===== src/rtl/caldc_pkg.sv =====
`timescale 1ns / 1ps
// caldc_pkg: item types, command/status structs and calendar helper functions
// shared by the controller, the datapath and the top level of the date counter
// no dependencies
package caldc_pkg;

    localparam int unsigned YEAR_MAX = 9999;

    // function codes of an input item
    localparam logic [1:0] FUNC_LOAD  = 2'd0;
    localparam logic [1:0] FUNC_NEXT  = 2'd1;
    localparam logic [1:0] FUNC_CLEAR = 2'd2;
    localparam logic [1:0] FUNC_NONE  = 2'd3;

    // last julian year, also the year of the april gap
    localparam logic [13:0] GAP_YEAR    = 14'd1916;
    localparam logic [4:0]  GAP_DAYS    = 5'd13;
    localparam logic [4:0]  GAP_END_DAY = 5'd14;

    // divisibility by 25: y * inverse(25) mod 2^14 lands in 0..655 only for multiples
    localparam logic [13:0] INV25     = 14'd7209;
    localparam logic [13:0] DIV25_MAX = 14'd655;

    // floor(x / 100) for x < 2^14 as (x * 5243) >> 19
    localparam logic [26:0] RECIP100       = 27'd5243;
    localparam int          RECIP100_SHIFT = 19;

    localparam logic [22:0] DAYS_PER_YEAR  = 23'd365;
    localparam logic [22:0] GREG_LEAPS_GAP = 23'd464;  // 1916/4 - 1916/100 + 1916/400

    localparam logic [2:0] WEEKDAY_SAT = 3'd6;
    localparam logic [2:0] WEEKDAY_SUN = 3'd7;

    typedef struct packed {
        logic [1:0]  func;
        logic [4:0]  load_day;
        logic [3:0]  load_month;
        logic [13:0] load_year;
    } t_in_item;

    typedef struct packed {
        logic [4:0]  cur_day;
        logic [3:0]  cur_month;
        logic [13:0] cur_year;
        logic        date_ok;
        logic [2:0]  weekday;
    } t_out_item;

    typedef struct packed {
        logic step;      // input transfer: apply the item to the date
        logic wk_mul;    // weekday recount: year / 100
        logic wk_sum;    // weekday recount: day number
        logic wk_fold;   // weekday recount: octal digit sum
        logic wk_done;   // weekday recount: write weekday
        logic out_load;  // capture the current date into the output register
    } t_cmd;

    typedef struct packed {
        logic start_calc;  // offered item is a good load that needs a weekday recount
    } t_stat;

    function automatic logic is_leap(input logic [13:0] y);
        logic [13:0] prod;
        logic        div4;
        logic        div16;
        logic        div25;
        prod  = y * INV25;
        div25 = (prod <= DIV25_MAX);
        div4  = (y[1:0] == 2'd0);
        div16 = (y[3:0] == 4'd0);
        if (y <= GAP_YEAR) begin
            return div4;
        end
        return (div4 && !div25) || (div16 && div25);
    endfunction

    function automatic logic [4:0] month_len(input logic [3:0] m, input logic leap);
        logic [4:0] len;
        unique case (m)
            4'd1, 4'd3, 4'd5, 4'd7, 4'd8, 4'd10, 4'd12: len = 5'd31;
            4'd4, 4'd6, 4'd9, 4'd11:                     len = 5'd30;
            4'd2:                                        len = leap ? 5'd29 : 5'd28;
            default:                                     len = 5'd0;
        endcase
        return len;
    endfunction

    // days in the months before m
    function automatic logic [8:0] days_before(input logic [3:0] m, input logic leap);
        logic [8:0] cum;
        unique case (m)
            4'd2:    cum = 9'd31;
            4'd3:    cum = 9'd59;
            4'd4:    cum = 9'd90;
            4'd5:    cum = 9'd120;
            4'd6:    cum = 9'd151;
            4'd7:    cum = 9'd181;
            4'd8:    cum = 9'd212;
            4'd9:    cum = 9'd243;
            4'd10:   cum = 9'd273;
            4'd11:   cum = 9'd304;
            4'd12:   cum = 9'd334;
            default: cum = 9'd0;
        endcase
        if (leap && (m > 4'd2)) begin
            cum = cum + 9'd1;
        end
        return cum;
    endfunction

    function automatic logic date_good(input logic [4:0] d, input logic [3:0] m,
                                       input logic [13:0] y);
        logic ok;
        ok = 1'b1;
        if ((m == 4'd0) || (m > 4'd12)) begin
            ok = 1'b0;
        end
        if ((d == 5'd0) || (d > month_len(m, is_leap(y)))) begin
            ok = 1'b0;
        end
        if ((y == 14'd0) || ({18'd0, y} > 32'(YEAR_MAX))) begin
            ok = 1'b0;
        end
        if ((y == GAP_YEAR) && (m == 4'd4) && (d < GAP_END_DAY)) begin
            ok = 1'b0;
        end
        return ok;
    endfunction

    // s is congruent to the day number mod 7; weekday is ((5 + n) mod 7) + 1
    function automatic logic [2:0] weekday_of_rem(input logic [5:0] s);
        logic [4:0] t;
        t = 5'({2'd0, s[5:3]} + {2'd0, s[2:0]}) + 5'd5;
        if (t >= 5'd14) begin
            t = t - 5'd14;
        end else if (t >= 5'd7) begin
            t = t - 5'd7;
        end
        return 3'(t + 5'd1);
    endfunction

endpackage


===== src/rtl/calendar_date_counter_unit.sv =====
`timescale 1ns / 1ps
// calendar_date_counter_unit: top level of the julian/gregorian date counter
// instantiates caldc_ctrl and caldc_dp; uses caldc_pkg
//
// Input channel (i_in_valid / o_in_ready / i_in_data): one command per transfer:
// load a date, advance one day, or clear to 1.1.1. Every command gives exactly one
// result on the output channel (o_out_valid / i_out_ready / o_out_data): the date
// after the command, with zeros and date_ok low while the date is invalid.
// Advance, clear, a refused load and an unused code take effect at the transfer;
// their result then passes into the output register, and they sustain one per
// cycle while the receiver takes results. A good load recounts the weekday from
// 1.1.1 in four steps of the datapath (year/100, day number, octal digit sum,
// weekday); the input is held off until the weekday step has written the result.
// The date registers hold one finished result while the output register waits,
// so a stalled receiver costs at most one more accepted command before
// o_in_ready drops; nothing is lost or repeated.
// Reset (i_rst_n low, synchronous) sets the date to 1.1.1, valid, Saturday, and
// empties the output register.
module calendar_date_counter_unit (
    input  logic                 i_clk,
    input  logic                 i_rst_n,
    input  logic                 i_in_valid,
    output logic                 o_in_ready,
    input  caldc_pkg::t_in_item  i_in_data,
    output logic                 o_out_valid,
    input  logic                 i_out_ready,
    output caldc_pkg::t_out_item o_out_data
);
    import caldc_pkg::*;

    t_cmd  cmd;
    t_stat stat;

    caldc_ctrl u_ctrl (
        .i_clk       (i_clk),
        .i_rst_n     (i_rst_n),
        .i_in_valid  (i_in_valid),
        .o_in_ready  (o_in_ready),
        .o_out_valid (o_out_valid),
        .i_out_ready (i_out_ready),
        .i_stat      (stat),
        .o_cmd       (cmd)
    );

    caldc_dp u_dp (
        .i_clk      (i_clk),
        .i_rst_n    (i_rst_n),
        .i_in_data  (i_in_data),
        .i_cmd      (cmd),
        .o_stat     (stat),
        .o_out_data (o_out_data)
    );

    // an invalid date reads back as all zeros
    a_invalid_zero: assert property (@(posedge i_clk) disable iff (!i_rst_n)
        (o_out_valid && !o_out_data.date_ok) |->
            (o_out_data.cur_day == 5'd0 && o_out_data.cur_month == 4'd0
             && o_out_data.cur_year == 14'd0 && o_out_data.weekday == 3'd0))
        else $error("invalid date not zeroed");

    a_valid_fields: assert property (@(posedge i_clk) disable iff (!i_rst_n)
        (o_out_valid && o_out_data.date_ok) |->
            (o_out_data.weekday != 3'd0 && o_out_data.cur_month != 4'd0
             && o_out_data.cur_day != 5'd0 && o_out_data.cur_year != 14'd0))
        else $error("valid date with zero field");

    // a good load holds off the input for the whole recount
    a_load_busy: assert property (@(posedge i_clk) disable iff (!i_rst_n)
        (cmd.step && stat.start_calc) |=> (!o_in_ready ##1 !o_in_ready
                                           ##1 !o_in_ready ##1 !o_in_ready))
        else $error("input accepted during weekday recount");

    a_out_load: assert property (@(posedge i_clk) disable iff (!i_rst_n)
        cmd.out_load |=> o_out_valid)
        else $error("output capture lost");

endmodule


===== src/rtl/caldc_ctrl.sv =====
`timescale 1ns / 1ps
// caldc_ctrl: handshake and sequencing of the date counter
// steps the weekday recount after a load and owns the output valid flag; uses caldc_pkg
module caldc_ctrl (
    input  logic             i_clk,
    input  logic             i_rst_n,
    input  logic             i_in_valid,
    output logic             o_in_ready,
    output logic             o_out_valid,
    input  logic             i_out_ready,
    input  caldc_pkg::t_stat i_stat,
    output caldc_pkg::t_cmd  o_cmd
);
    import caldc_pkg::*;

    typedef enum logic [2:0] {
        S_IDLE,
        S_MUL,
        S_SUM,
        S_FOLD,
        S_DONE
    } t_state;

    t_state r_state, n_state;
    logic   r_pend, n_pend;
    logic   r_out_valid, n_out_valid;
    logic   out_free;
    logic   in_ready;
    logic   accept;
    logic   out_load;

    assign out_free = !r_out_valid || i_out_ready;
    // a finished result may sit in the date registers while the output is full
    assign in_ready = (r_state == S_IDLE) && (!r_pend || out_free);
    assign accept   = i_in_valid && in_ready;
    assign out_load = r_pend && out_free;

    always_comb begin
        n_state = r_state;
        unique case (r_state)
            S_IDLE: begin
                if (accept && i_stat.start_calc) begin
                    n_state = S_MUL;
                end
            end
            S_MUL:  n_state = S_SUM;
            S_SUM:  n_state = S_FOLD;
            S_FOLD: n_state = S_DONE;
            S_DONE: n_state = S_IDLE;
            default: n_state = S_IDLE;
        endcase

        priority if ((accept && !i_stat.start_calc) || (r_state == S_DONE)) begin
            n_pend = 1'b1;
        end else if (out_load) begin
            n_pend = 1'b0;
        end else begin
            n_pend = r_pend;
        end

        priority if (out_load) begin
            n_out_valid = 1'b1;
        end else if (i_out_ready) begin
            n_out_valid = 1'b0;
        end else begin
            n_out_valid = r_out_valid;
        end
    end

    always_ff @(posedge i_clk) begin
        if (!i_rst_n) begin
            r_state     <= S_IDLE;
            r_pend      <= 1'b0;
            r_out_valid <= 1'b0;
        end else begin
            r_state     <= n_state;
            r_pend      <= n_pend;
            r_out_valid <= n_out_valid;
        end
    end

    always_comb begin
        o_cmd          = '0;
        o_cmd.step     = accept;
        o_cmd.wk_mul   = (r_state == S_MUL);
        o_cmd.wk_sum   = (r_state == S_SUM);
        o_cmd.wk_fold  = (r_state == S_FOLD);
        o_cmd.wk_done  = (r_state == S_DONE);
        o_cmd.out_load = out_load;
    end

    assign o_in_ready  = in_ready;
    assign o_out_valid = r_out_valid;

endmodule


===== src/rtl/caldc_dp.sv =====
`timescale 1ns / 1ps
// caldc_dp: date registers, day advance, load check, weekday recount and output register
// driven by caldc_ctrl commands; uses caldc_pkg
module caldc_dp (
    input  logic                 i_clk,
    input  logic                 i_rst_n,
    input  caldc_pkg::t_in_item  i_in_data,
    input  caldc_pkg::t_cmd      i_cmd,
    output caldc_pkg::t_stat     o_stat,
    output caldc_pkg::t_out_item o_out_data
);
    import caldc_pkg::*;

    logic [4:0]  r_day;
    logic [3:0]  r_month;
    logic [13:0] r_year;
    logic        r_valid;
    logic [2:0]  r_weekday;

    // weekday recount
    logic [13:0] r_prev;
    logic [8:0]  r_cum;
    logic [7:0]  r_q100;
    logic [22:0] r_n;
    logic [5:0]  r_s;

    t_out_item   r_out;

    logic        in_ok;
    logic        in_leap;
    logic        cur_leap;
    logic [4:0]  cur_len;
    logic [14:0] year_inc;
    logic        year_over;
    logic [2:0]  weekday_inc;
    logic [8:0]  in_cum;
    logic [26:0] q_prod;
    logic [22:0] n_sum;
    logic [22:0] jul_part;
    logic [22:0] greg_part;
    logic [22:0] prev_w;
    logic [23:0] n_pad;
    logic [5:0]  s_sum;

    assign in_ok    = date_good(i_in_data.load_day, i_in_data.load_month, i_in_data.load_year);
    assign in_leap  = is_leap(i_in_data.load_year);
    assign cur_leap = is_leap(r_year);
    assign cur_len  = month_len(r_month, cur_leap);
    assign year_inc = {1'b0, r_year} + 15'd1;
    assign year_over = year_inc[14] || ({17'd0, year_inc} > 32'(YEAR_MAX));
    assign weekday_inc = (r_weekday == WEEKDAY_SUN) ? 3'd1 : r_weekday + 3'd1;

    assign o_stat.start_calc = (i_in_data.func == FUNC_LOAD) && r_valid && in_ok;

    // day offset inside the loaded year, with the april gap taken out
    always_comb begin
        in_cum = days_before(i_in_data.load_month, in_leap)
               + {4'd0, i_in_data.load_day} - 9'd1;
        if ((i_in_data.load_year == GAP_YEAR) && (i_in_data.load_month >= 4'd4)) begin
            in_cum = in_cum - {4'd0, GAP_DAYS};
        end
    end

    assign q_prod = {13'd0, r_prev} * RECIP100;

    always_comb begin
        prev_w   = {9'd0, r_prev};
        jul_part = (r_prev < GAP_YEAR) ? (prev_w >> 2) : ({9'd0, GAP_YEAR} >> 2);
        if (r_prev > GAP_YEAR) begin
            greg_part = (prev_w >> 2) - {15'd0, r_q100} + ({15'd0, r_q100} >> 2)
                      - GREG_LEAPS_GAP;
        end else begin
            greg_part = '0;
        end
        n_sum = prev_w * DAYS_PER_YEAR + jul_part + greg_part + {14'd0, r_cum};
        if (r_prev >= GAP_YEAR) begin
            n_sum = n_sum - {18'd0, GAP_DAYS};
        end
    end

    // 8 is 1 mod 7, so the octal digits sum to the same residue
    always_comb begin
        n_pad = {1'b0, r_n};
        s_sum = '0;
        for (int k = 0; k < 8; k++) begin
            s_sum = s_sum + {3'd0, n_pad[3*k +: 3]};
        end
    end

    always_ff @(posedge i_clk) begin
        if (!i_rst_n) begin
            r_day     <= 5'd1;
            r_month   <= 4'd1;
            r_year    <= 14'd1;
            r_valid   <= 1'b1;
            r_weekday <= WEEKDAY_SAT;
        end else if (i_cmd.step) begin
            unique case (i_in_data.func)
                FUNC_LOAD: begin
                    if (r_valid) begin
                        r_day   <= i_in_data.load_day;
                        r_month <= i_in_data.load_month;
                        r_year  <= i_in_data.load_year;
                        r_valid <= in_ok;
                    end
                end
                FUNC_NEXT: begin
                    if (r_valid) begin
                        priority if ((r_year == GAP_YEAR) && (r_month == 4'd3)
                                     && (r_day == 5'd31)) begin
                            r_day     <= GAP_END_DAY;
                            r_month   <= 4'd4;
                            r_weekday <= weekday_inc;
                        end else if (({1'b0, r_day} + 6'd1) > {1'b0, cur_len}) begin
                            r_day <= 5'd1;
                            if (r_month == 4'd12) begin
                                r_month <= 4'd1;
                                r_year  <= year_inc[13:0];
                                if (year_over) begin
                                    r_valid <= 1'b0;
                                end else begin
                                    r_weekday <= weekday_inc;
                                end
                            end else begin
                                r_month   <= r_month + 4'd1;
                                r_weekday <= weekday_inc;
                            end
                        end else begin
                            r_day     <= r_day + 5'd1;
                            r_weekday <= weekday_inc;
                        end
                    end
                end
                FUNC_CLEAR: begin
                    r_day     <= 5'd1;
                    r_month   <= 4'd1;
                    r_year    <= 14'd1;
                    r_valid   <= 1'b1;
                    r_weekday <= WEEKDAY_SAT;
                end
                default: begin
                end
            endcase
        end else if (i_cmd.wk_done) begin
            r_weekday <= weekday_of_rem(r_s);
        end
    end

    always_ff @(posedge i_clk) begin
        if (i_cmd.step) begin
            r_prev <= i_in_data.load_year - 14'd1;
            r_cum  <= in_cum;
        end
        if (i_cmd.wk_mul) begin
            r_q100 <= q_prod[RECIP100_SHIFT +: 8];
        end
        if (i_cmd.wk_sum) begin
            r_n <= n_sum;
        end
        if (i_cmd.wk_fold) begin
            r_s <= s_sum;
        end
        if (i_cmd.out_load) begin
            r_out.cur_day   <= r_valid ? r_day : 5'd0;
            r_out.cur_month <= r_valid ? r_month : 4'd0;
            r_out.cur_year  <= r_valid ? r_year : 14'd0;
            r_out.date_ok   <= r_valid;
            r_out.weekday   <= r_valid ? r_weekday : 3'd0;
        end
    end

    assign o_out_data = r_out;

endmodule

===== config.mk =====
export PLATFORM = sky130hd
export DESIGN_NAME = calendar_date_counter_unit
export DESIGN_NICKNAME = d
export VERILOG_FILES = /design/src/rtl/caldc_pkg.sv /design/src/rtl/calendar_date_counter_unit.sv /design/src/rtl/caldc_ctrl.sv /design/src/rtl/caldc_dp.sv
export SDC_FILE = /design/constraint.sdc
export NUM_CORES = 1
export LEC_CHECK = 0
export BUFFER_PORTS_ARGS = -buffer_cell sky130_fd_sc_hd__buf_2
export CAP_MARGIN = 30
export CORE_UTILIZATION = 40
export DETAILED_ROUTE_END_ITERATION = 12
export SKIP_LAST_GASP = 1
export SLEW_MARGIN = 20
export SYNTH_ARGS = -nofsm -noshare
export SYNTH_HDL_FRONTEND = slang
export SYNTH_SLANG_ARGS = --single-unit

===== constraint.sdc =====
create_clock -name i_clk -period 8.1 [get_ports i_clk]
set_input_delay 2.025 -clock i_clk [delete_from_list [all_inputs] [get_ports i_clk]]
set_output_delay 2.025 -clock i_clk [all_outputs]
set_load 0.02 [all_outputs]

# After elaboration in Yosys (flattened, before gate mapping)
# Memory sizes are Yosys's and may differ from the RTL's.
# Index checks and enable logic that the tools add are counted.
[classes]
shift = 0
n_eq_ne = 44
n_lt_le_gt_ge = 17
n_mul = 4
n_addsub = 29
n_reduce_logical = 53
div_mod_pow = 0
n_mux = 63
bitwise_logic = 0
[op_table]
columns = ["cell", "n"]
rows = [
  ["2-to-1 mux 14 bit", 5],
  ["adder 23 bit", 2],
  ["2-to-1 mux 23 bit", 2],
  ["case mux 5 bit (3 select lines)", 3],
  ["2-to-1 mux 3 bit", 14],
  ["case mux 14 bit (3 select lines)", 1],
  ["== test 4 bit, second input constant", 10],
  ["== test 4 x 3 -> 1 bit, second input constant", 8],
  ["adder 6 x 3 -> 6 bit", 5],
  ["== test 14 x 11 -> 1 bit, second input constant", 2],
  ["less-or-equal comparator 14 x 10 -> 1 bit, second input constant", 2],
  ["less-or-equal comparator 14 x 11 -> 1 bit, second input constant", 2],
  ["multiplier 14 x 13 -> 14 bit, second input constant", 2],
  ["multiplier 14 x 13 -> 27 bit, second input constant", 1],
  ["adder 23 x 6 -> 23 bit", 1],
  ["adder 23 x 9 -> 23 bit", 1],
  ["multiplier 14 x 9 -> 23 bit, second input constant", 1],
  ["subtractor 23 x 4 -> 23 bit, second input constant", 1],
  ["subtractor 23 x 9 -> 23 bit, second input constant", 1],
  ["2-to-1 mux 1 bit", 22],
  ["2-to-1 mux 4 bit", 5],
  ["2-to-1 mux 5 bit", 4],
  ["2-to-1 mux 9 bit", 2],
  ["logical AND 1 bit", 17],
  ["61 further kinds", 96],
]
[totals]
latchBits = 0
ramBits = 0
wordCells = 229
mem_bits_ro = 144
memories = 1
register_bits = 119
output_inout_bits = 29
[mem_list]
columns = ["memory", "depth", "word_bits", "rd", "rd_ports_with_merged_regs", "write_ports", "line", "text"]
rows = [
  ["(name not given)", 16, 9, 1, 0, 0, "caldc_pkg.sv:91", "unique case (m)"],
]

# Longest topological paths before layout
# Gate-level depths: netlist of the first run.
[depth]
depth_word = 18
depth_mapped = 34
ltp_nobuf = 33

# Modules after synthesis
# A second synthesis of the first run with hierarchy kept.
[hier_totals]
cells_unflattened = 1954
hier_area_um2 = 18406.4
[by_module_without_submodules]
columns = ["module", "instances", "seq_area_each_um2", "cells_per_inst", "area_per_inst_um2"]
rows = [
  ["caldc_dp", 1, 3153.0, 1922, 18098.6],
  ["caldc_ctrl", 1, 100.1, 32, 307.8],
]

# Least setup slack after synthesis of the first run
# No wires, ideal clock.
[synth_path]
kind = "in2reg"
from = "input i_in_data[0] (netlist bit)"
to = "register u_dp.r_cum[8] (data pin)"
required_ns = 7.840
slack_ns = -0.002
path_buffers = 0
arrival_time_ns = 7.842
path_stages = 27
cell_sequence = "fa_1 -> ha_1 -> ha_1 -> inv_1 -> fa_1 -> inv_1 -> fa_1 -> ha_1 -> nor2_1 -> xnor2_1 -> xnor2_1 -> xnor2_1 -> nor4b_1 -> a21oi_1 -> nand2_1 -> a22oi_1 -> ha_1 -> inv_1 -> ha_1 -> fa_1 -> xnor2_1 -> nor3b_1 -> or3_1 -> nor3_1 -> nand2_1 -> xnor3_1 -> xnor2_1"
[synth_between]
elab_chain_cells = 12
elab_cells_between_ends = 20
cone_classes = "add/sub (3); mul (1); order compare (2); eq/ne (1); mux (5); reduce/logical (8)"
[synth_lines]
columns = ["item", "line", "text"]
rows = [
  ["start: declaration", "calendar_date_counter_unit.sv:24", "input caldc_pkg::t_in_item i_in_data,"],
  ["multiplier 14 x 13 -> 14 bit", "caldc_pkg.sv:67", "prod = y * INV25;"],
  ["less-or-equal comparator 14 x 10 -> 1 bit", "caldc_pkg.sv:68", "div25 = (prod <= DIV25_MAX);"],
  ["zero test 1 bit", "caldc_pkg.sv:74", "return (div4 && !div25) || (div16 && div25);"],
  ["logical AND 1 bit", "caldc_pkg.sv:74", ""],
  ["logical OR 1 bit", "caldc_pkg.sv:74", ""],
  ["2-to-1 mux 1 bit", "caldc_pkg.sv:74", ""],
  ["logical AND 1 bit", "caldc_pkg.sv:105", "if (leap && (m > 4'd2)) begin"],
  ["2-to-1 mux 9 bit", "caldc_pkg.sv:105", ""],
  ["adder 9 x 5 -> 9 bit", "caldc_dp.sv:58", "+ {4'd0, i_in_data.load_day} - 9'd1;"],
  ["subtractor 9 x 1 -> 9 bit", "caldc_dp.sv:58", ""],
  ["subtractor 9 x 4 -> 9 bit", "caldc_dp.sv:60", "in_cum = in_cum - {4'd0, GAP_DAYS};"],
  ["2-to-1 mux 9 bit (*)", "caldc_dp.sv:59", "if ((i_in_data.load_year == GAP_YEAR) && (i_in_data.load_month >= 4'd4)) begin"],
  ["net u_dp.in_cum[8]", "caldc_dp.sv:36", "logic [8:0] in_cum;"],
  ["end signal: assignment", "caldc_dp.sv:152", "r_cum <= in_cum;"],
  ["end: declaration", "caldc_dp.sv:22", "logic [8:0] r_cum;"],
]
# The timed path passes the listed nets; every way through them passes the cells marked *. The select of a mux whose other input is x is not followed.
# A chain may end at the register's enable or synchronous reset.

# Worst setup path in the final report of the first run
[layout_path]
from = "register u_dp.r_prev[2]"
to = "register u_dp.r_n[22] (data pin)"
[layout_between]
elab_chain_cells = 8
elab_cells_between_ends = 14
cone_classes = "add/sub (7); mul (1); order compare (3); mux (3)"
[layout_lines]
columns = ["item", "line", "text"]
rows = [
  ["start: declaration", "caldc_dp.sv:21", "logic [13:0] r_prev;"],
  ["start signal: assignment", "caldc_dp.sv:151", "r_prev <= i_in_data.load_year - 14'd1;"],
  ["subtractor 12 x 8 -> 13 bit", "caldc_dp.sv:70", "greg_part = (prev_w >> 2) - {15'd0, r_q100} + ({15'd0, r_q100} >> 2)"],
  ["adder 23 x 6 -> 23 bit", "caldc_dp.sv:70", ""],
  ["subtractor 23 x 9 -> 23 bit", "caldc_dp.sv:71", "- GREG_LEAPS_GAP;"],
  ["2-to-1 mux 23 bit", "caldc_dp.sv:69", "if (r_prev > GAP_YEAR) begin"],
  ["adder 23 bit", "caldc_dp.sv:75", "n_sum = prev_w * DAYS_PER_YEAR + jul_part + greg_part + {14'd0, r_cum};"],
  ["adder 23 x 9 -> 23 bit", "caldc_dp.sv:75", ""],
  ["subtractor 23 x 4 -> 23 bit", "caldc_dp.sv:77", "n_sum = n_sum - {18'd0, GAP_DAYS};"],
  ["2-to-1 mux 23 bit (*)", "caldc_dp.sv:76", "if (r_prev >= GAP_YEAR) begin"],
  ["net u_dp.n_sum[22]", "caldc_dp.sv:38", "logic [22:0] n_sum;"],
  ["end signal: assignment", "caldc_dp.sv:158", "r_n <= n_sum;"],
  ["end: declaration", "caldc_dp.sv:24", "logic [22:0] r_n;"],
]
# The timed path passes the listed nets; every way through them passes the cells marked *.

==> results of run 1 <==
final timing paths:
kind                      from  cells past startpoint  slack, ns           endpoint
min          u_dp.r_weekday[1]                      2       0.49  u_dp.r_weekday[1]
max             u_dp.r_prev[2]                     33       0.28       u_dp.r_n[22]
max reg2reg     u_dp.r_prev[2]                     33       0.28       u_dp.r_n[22]
min reg2reg  u_dp.r_weekday[1]                      2       0.49  u_dp.r_weekday[1]
timing repair:
item | CTS | global route
gates resized for setup | 0 | 27
setup buffers | 0 | 9
setup endpoints to repair | 0 | 11
metrics by stage:
stage	setup slack (ns)	setup TNS, ns
finish	0.2776	0
global route	-0.03223	-0.04735
CTS	0.04939	0
detailed placement	-0.3387	-0.3435
global placement	-0.2781	-0.2781
floorplan	0.1072	0
worst register-to-register path: cells and delay by family, from the launching register on:
| kind | cells | cell delay [ns] |
|---|---|---|
| AO/OA/AOI/OAI | 9 | 2.13 |
| XOR/XNOR | 2 | 0.28 |
| adder cells (fa/ha/maj) | 9 | 3.17 |
| buffers and inverters | 5 | 0.38 |
| flip-flops | 1 | 0.42 |
| AND/OR/NAND/NOR | 8 | 1.21 |
cell families after synthesis:
kind of cell,after synthesis
compound gates,327
xor+xnor,133
fa+ha+maj,504
buf+inv,468
flops,119
mux,6
other cells,1
simple gates,430
layout by cell type, fill, tap and decap left out, drive strengths merged, types with 14 or more instances in the layout:
cell,count
inv,429
ha,319
fa,185
buf,130
nor2,106
xnor2,89
nand2,88
edfxtp,87
a21oi,83
o21ai,69
xor2,43
nor3,40
nand3,33
and2,33
dfxtp,32
a21o,28
nor2b,27
clkbuf,20
o21a,18
nand4,17
and3,15
o211ai,14
or3,14
nor3b,14
flip-flops by register name, summed over array words and instances, names as in the netlist:
signal	flops
u_dp.o_out_data	27
u_dp.r_n	23
u_dp.r_prev	14
u_dp.r_year	14
u_dp.r_cum	9
u_dp.r_q100	8
u_dp.r_s	6
u_dp.r_day	5
u_dp.r_month	4
u_ctrl.r_state	3
u_dp.r_weekday	3
u_ctrl.o_out_valid	1
u_ctrl.r_pend	1
u_dp.r_valid	1
metal layers:
layer | wire (µm) | share of wire [%]
met1 | 20160 | 46
met2 | 20540 | 47
met3 | 2181 | 5.0
met4 | 1035 | 2.4
met5 | 41 | 0.093
final cells by class:
| class | count | area, µm² | share of cell area, % |
|---|---|---|---|
| flip-flops and latches | 119 | 3253 | 15.82 |
| well taps | 600 | 750.7 | 3.651 |
| clock inverters | 12 | 130.1 | 0.6329 |
| inverters | 429 | 1610 | 7.832 |
| multi-input cells | 1401 | 13530 | 65.82 |
| diodes | 2 | 5.005 | 0.02434 |
| clock buffers | 20 | 436.7 | 2.124 |
| repair buffers | 130 | 840.8 | 4.089 |
==> impl_metrics.ini, run 1 <==
[outcome]
status = finished clean

[worst_setup_path]
cp.required_ns = 8.28
cp_data_arrival_time_ns = 8.00
worst-setup-path-type = reg2reg
critical_path.max_stage_delay_ns = 0.54
worst-path-buf-inv = 5
slowest_stage = sky130_fd_sc_hd__fa_1
critPathTopFamily = adder cells
crit_fanout = 4
worst_setup_path_end_kind = flip-flop
timing.critical_path.from_type = flip-flop

[clocking]
clock_latency_ns = 0.43
htree_num_levels = 4
cts_made_buffers = 17
path_clk_slew_ns = 0.06
cts_buffer_depth = 2
post_cts_hold_buffer_count = 0
clock_sink_count = 119
cts.root.buffer_cell = sky130_fd_sc_hd__clkbuf_16
cts_tree = done

[cells_and_area]
final_layout_size_suffix_gt1_share_pct = 9.806
count_of_non_filler_cells_in_the_finished_layout = 2713
stdcell_area_um2 = 20560
finish.utilization_pct = 45.31
nNetsFinal = 2631
filler_cell_count = 4400
flow.area_growth_from_synthesis_pct = 11.58

[timing]
layout_worst_path_cycle_share_pct = 96.57
worst_slew_pin_slew_ns = 0.8389
clock_skew_ns = 0.009487
finalHoldViolations = 0
timing.final.setup_violations = 0
final_period_minus_worst_setup_slack_ns = 7.822
clock.fmax_mhz = 127.8
final-max-slew-violation-count = 0
hold_ws_ns = 0.4928
max_slew_margin_pct = 44.01

[synth]
synth_top_cell_by_area = sky130_fd_sc_hd__ha_1
yosys_warnings = 0
synth_ff_type = sky130_fd_sc_hd__edfxtp_1
mappedNetlistNets = 2521
synthSimpleGateAreaFrac_pct = 12.07
post_synthesis_xor_xnor_area_fraction_pct = 6.437
synth_area_per_cell_um2 = 9.269
synth_top_cells_by_count = sky130_fd_sc_hd__inv_1, sky130_fd_sc_hd__ha_1, sky130_fd_sc_hd__fa_1, sky130_fd_sc_hd__nor2_1, sky130_fd_sc_hd__xnor2_1
cell_count_after_synthesis = 1988
synth_top_area_share_pct = 21.66
synth_compound_gate_area_share_pct = 12.01
ys_top_cells_by_area = sky130_fd_sc_hd__ha_1, sky130_fd_sc_hd__fa_1, sky130_fd_sc_hd__edfxtp_1
async_flop_share_pct = 0
mux_cell_area_share_after_synthesis_pct = 0.4006
synth_top_family_by_area = adder cells
post_synth_num_cell_types = 91
seq_area_frac_synth_pct = 17.65
synth-seq-cells = 119
most_repeated_cell_in_the_gate_level_netlist_after_synthesis = sky130_fd_sc_hd__inv_1
synth-edff-count = 87
syn-cell-area_um2 = 18430
synthesized_area_fraction_occupied_by_adder_cells_pct = 41.76

[die]
fp-row-count = 78
ios = 58
die_area_um2 = 46930
start_util_pct = 40.61
placeableCoreArea_um2 = 45380
die_h_um = 216.6
die-width_um = 216.6

[place]
numPlacedInstances = 2670
dp.final_hpwl_um = 37240
portBuffers = 57
gp_congestion = 0.9739
postPlaceCellArea_um2 = 19800

[global_routing]
gr-usage-met1_pct = 25.39
global_route.usage.met3_pct = 4.112
gr-max-usage-layer = met2
vias_in_the_first_global_route = 14140
grt_max_degree = 33
gr-total-overflow = 0
antenna_found_initial = 5
gr-usage-all-layers_pct = 19.42
grt_first_pass_wirelength_um = 72130
met2_track_usage_gr_pct = 32.01

[detailed_routing]
drtPass1Iterations = 5
detail_route.wl_per_cell_um = 16.20
drc_errors = 0
totalWireLength_um = 43960
detail_route.vias_per_cell = 5.116
final_antenna_net_count = 0
dr_total_vias = 13880
first_drt_iteration_drcs = 688

[hold_path]
min-delay-path-class = reg2reg

[job]
cap_violations = 0
Power of run 1 is not shown: default switching activity piles up to over one toggle a cycle in this logic, so the estimate is an artifact.
==> run 2, diff against run 1 <==
--- a/config.mk
+++ b/config.mk
@@ -7,6 +7,7 @@
 export LEC_CHECK = 0
 export BUFFER_PORTS_ARGS = -buffer_cell sky130_fd_sc_hd__buf_2
 export CAP_MARGIN = 30
+export CORE_MARGIN = 4
 export CORE_UTILIZATION = 40
 export DETAILED_ROUTE_END_ITERATION = 12
 export SKIP_LAST_GASP = 1
==> run 2 against run 1 <==
  * Sequential share of layout area down 0.12 points
  * Register-to-register slack about the same
  * Final cell count about the same
  * Non-clock buffer count down 2
  * Clock-buffer cell count up 2
  * Largest cell class unchanged
==> impl_metrics.ini, run 2 (synthesis gave the netlist of run 1 again) <==
[timing]
worst_slew_pin_slew_ns = 0.8500
timing.final.setup_violations = 0
final_period_minus_worst_setup_slack_ns = 7.809
layout_worst_path_cycle_share_pct = 96.40
final-max-slew-violation-count = 0
clock.fmax_mhz = 128.1
rsz0062_at_grt = yes
finalHoldViolations = 0
final_critical_path_setup_slack_ns = 0.2913
clock_skew_ns = 0.009770
max_slew_margin_pct = 43.27
setup_tns_ns = 0

[die]
ios = 58
start_util_pct = 40.52
die-width_um = 222.6
placeableCoreArea_um2 = 45480
die_area_um2 = 49570
fp-row-count = 78
die_h_um = 222.6

[clocking]
cts_buffer_depth = 2
htree_num_levels = 4
post_cts_hold_buffer_count = 0
clock_sink_count = 119
path_clk_slew_ns = 0.05
cts_tree = done
clock_latency_ns = 0.43
cts.root.buffer_cell = sky130_fd_sc_hd__clkbuf_16
cts_made_buffers = 17

[cells_and_area]
most_frequent_standard_cell_in_the_layout_excluding_fill_and_tap_cells = sky130_fd_sc_hd__inv_1
finish.utilization_pct = 45.55
mostFrequentLayoutCells = sky130_fd_sc_hd__inv_1, sky130_fd_sc_hd__ha_1, sky130_fd_sc_hd__fa_1
stdcell_area_um2 = 20710
final_layout_size_suffix_gt1_share_pct = 10.67
nNetsFinal = 2629
flow.area_growth_from_synthesis_pct = 12.40
largest_reg_flops = 27

[place]
pre_cts_ws_ns = -0.3338
dp.final_hpwl_um = 38050
postPlaceCellArea_um2 = 19790
portBuffers = 57
gp_congestion = 0.9552

[global_routing]
grt_first_pass_wirelength_um = 74110
grt_max_degree = 33
vias_in_the_first_global_route = 14370
gr-total-overflow = 0
antenna_found_initial = 5
gr-usage-all-layers_pct = 18.42

[worst_setup_path]
crit_fanout = 5
slowest_stage = sky130_fd_sc_hd__fa_1
r2r-end = u_dp.r_n[19]
regToRegSetupSlack_ns = 0.29
setup.worst_path.end = u_dp.r_n[19]
worst_setup_path_end_kind = flip-flop
timing.critical_path.from_type = flip-flop
cp_data_arrival_time_ns = 7.98
reg2regPathDepth = 32
crit_path_start = u_dp.r_prev[2]
worst_path_most_repeated_cell = sky130_fd_sc_hd__fa_1
cp.required_ns = 8.27
critical_path.max_stage_delay_ns = 0.55
reg2reg_from = u_dp.r_prev[2]
worst-setup-path-type = reg2reg

[detailed_routing]
detail_route.vias_per_cell = 5.162
final_antenna_net_count = 0
dr_total_vias = 13990
totalWireLength_um = 45270
drtPass1Iterations = 5
first_drt_iteration_drcs = 711
drc_errors = 0
detail_route.wl_per_cell_um = 16.70

[job]
cap_violations = 0

[hold_path]
min-delay-path-class = reg2reg

[outcome]
status = finished clean
run 2: changes by cell type in the layout (fill, tap and decap cells not counted), sizes merged:
cell and change:
buf -2, clkbuf +2, bufinv +2, clkinv -1
clkinvlp -3
run 2: how the worst min path moves through the flow:
stage	startpoint	endpoint	slack, ns	depth (start not counted)
2_1_floorplan	u_dp.r_weekday[1]	u_dp.r_weekday[1]	0.44	2
3_3_place_gp	u_dp.r_weekday[1]	u_dp.r_weekday[1]	0.48	2
3_5_place_dp	u_dp.r_weekday[1]	u_dp.r_weekday[1]	0.49	2
4_1_cts	u_dp.r_weekday[1]	u_dp.r_weekday[1]	0.51	2
5_1_grt	u_dp.r_day[3]	u_dp.r_day[3]	0.56	2
6_report	u_dp.r_weekday[1]	u_dp.r_weekday[1]	0.51	2
run 2: worst max-delay path, delay by kind of cell (launching register included):
| family | cells | cell delay (ns) |
|---|---|---|
| fa+ha+maj | 9 | 3.37 |
| compound gates | 10 | 1.88 |
| simple gates | 7 | 1.18 |
| flops | 1 | 0.40 |
| buf+inv | 4 | 0.39 |
| xor+xnor | 2 | 0.31 |
run 2: metal layers:
layer	up-vias	global-route usage (%)	share of wire [%]
li1	6847	-	-
met1	6783	24.40	45
met2	304	30.79	47
met3	54	4.373	5.6
met4	6	4.096	1.8
met5	-	0	0.10
run 2: final cells by class:
type                            count  area [µm²]
Fill cell                        4449       24770
Multi-Input combinational cell   1401       13650
Sequential cell                   119        3253
Inverter                          429        1610
Timing Repair Buffer              128       825.8
Tap cell                          600       750.7
Clock buffer                       22       464.2
Clock inverter                     10       153.9
Antenna cell                        2       5.005
run 2: repair_timing:
item,CTS,global route
setup endpoints to repair,0,12
resized for setup,0,48
buffers inserted,0,8
run 2: stage by stage:
stage / instances / hold slack, ns
2_1_floorplan: 1988 / 0.4424
3_3_place_gp: 2668 / 0.4757
3_5_place_dp: 2669 / 0.4881
4_1_cts: 2701 / 0.5061
5_1_grt: 2710 / 0.5564
6_report: 2711 / 0.5076
Power of run 2 is left out for the same reason.
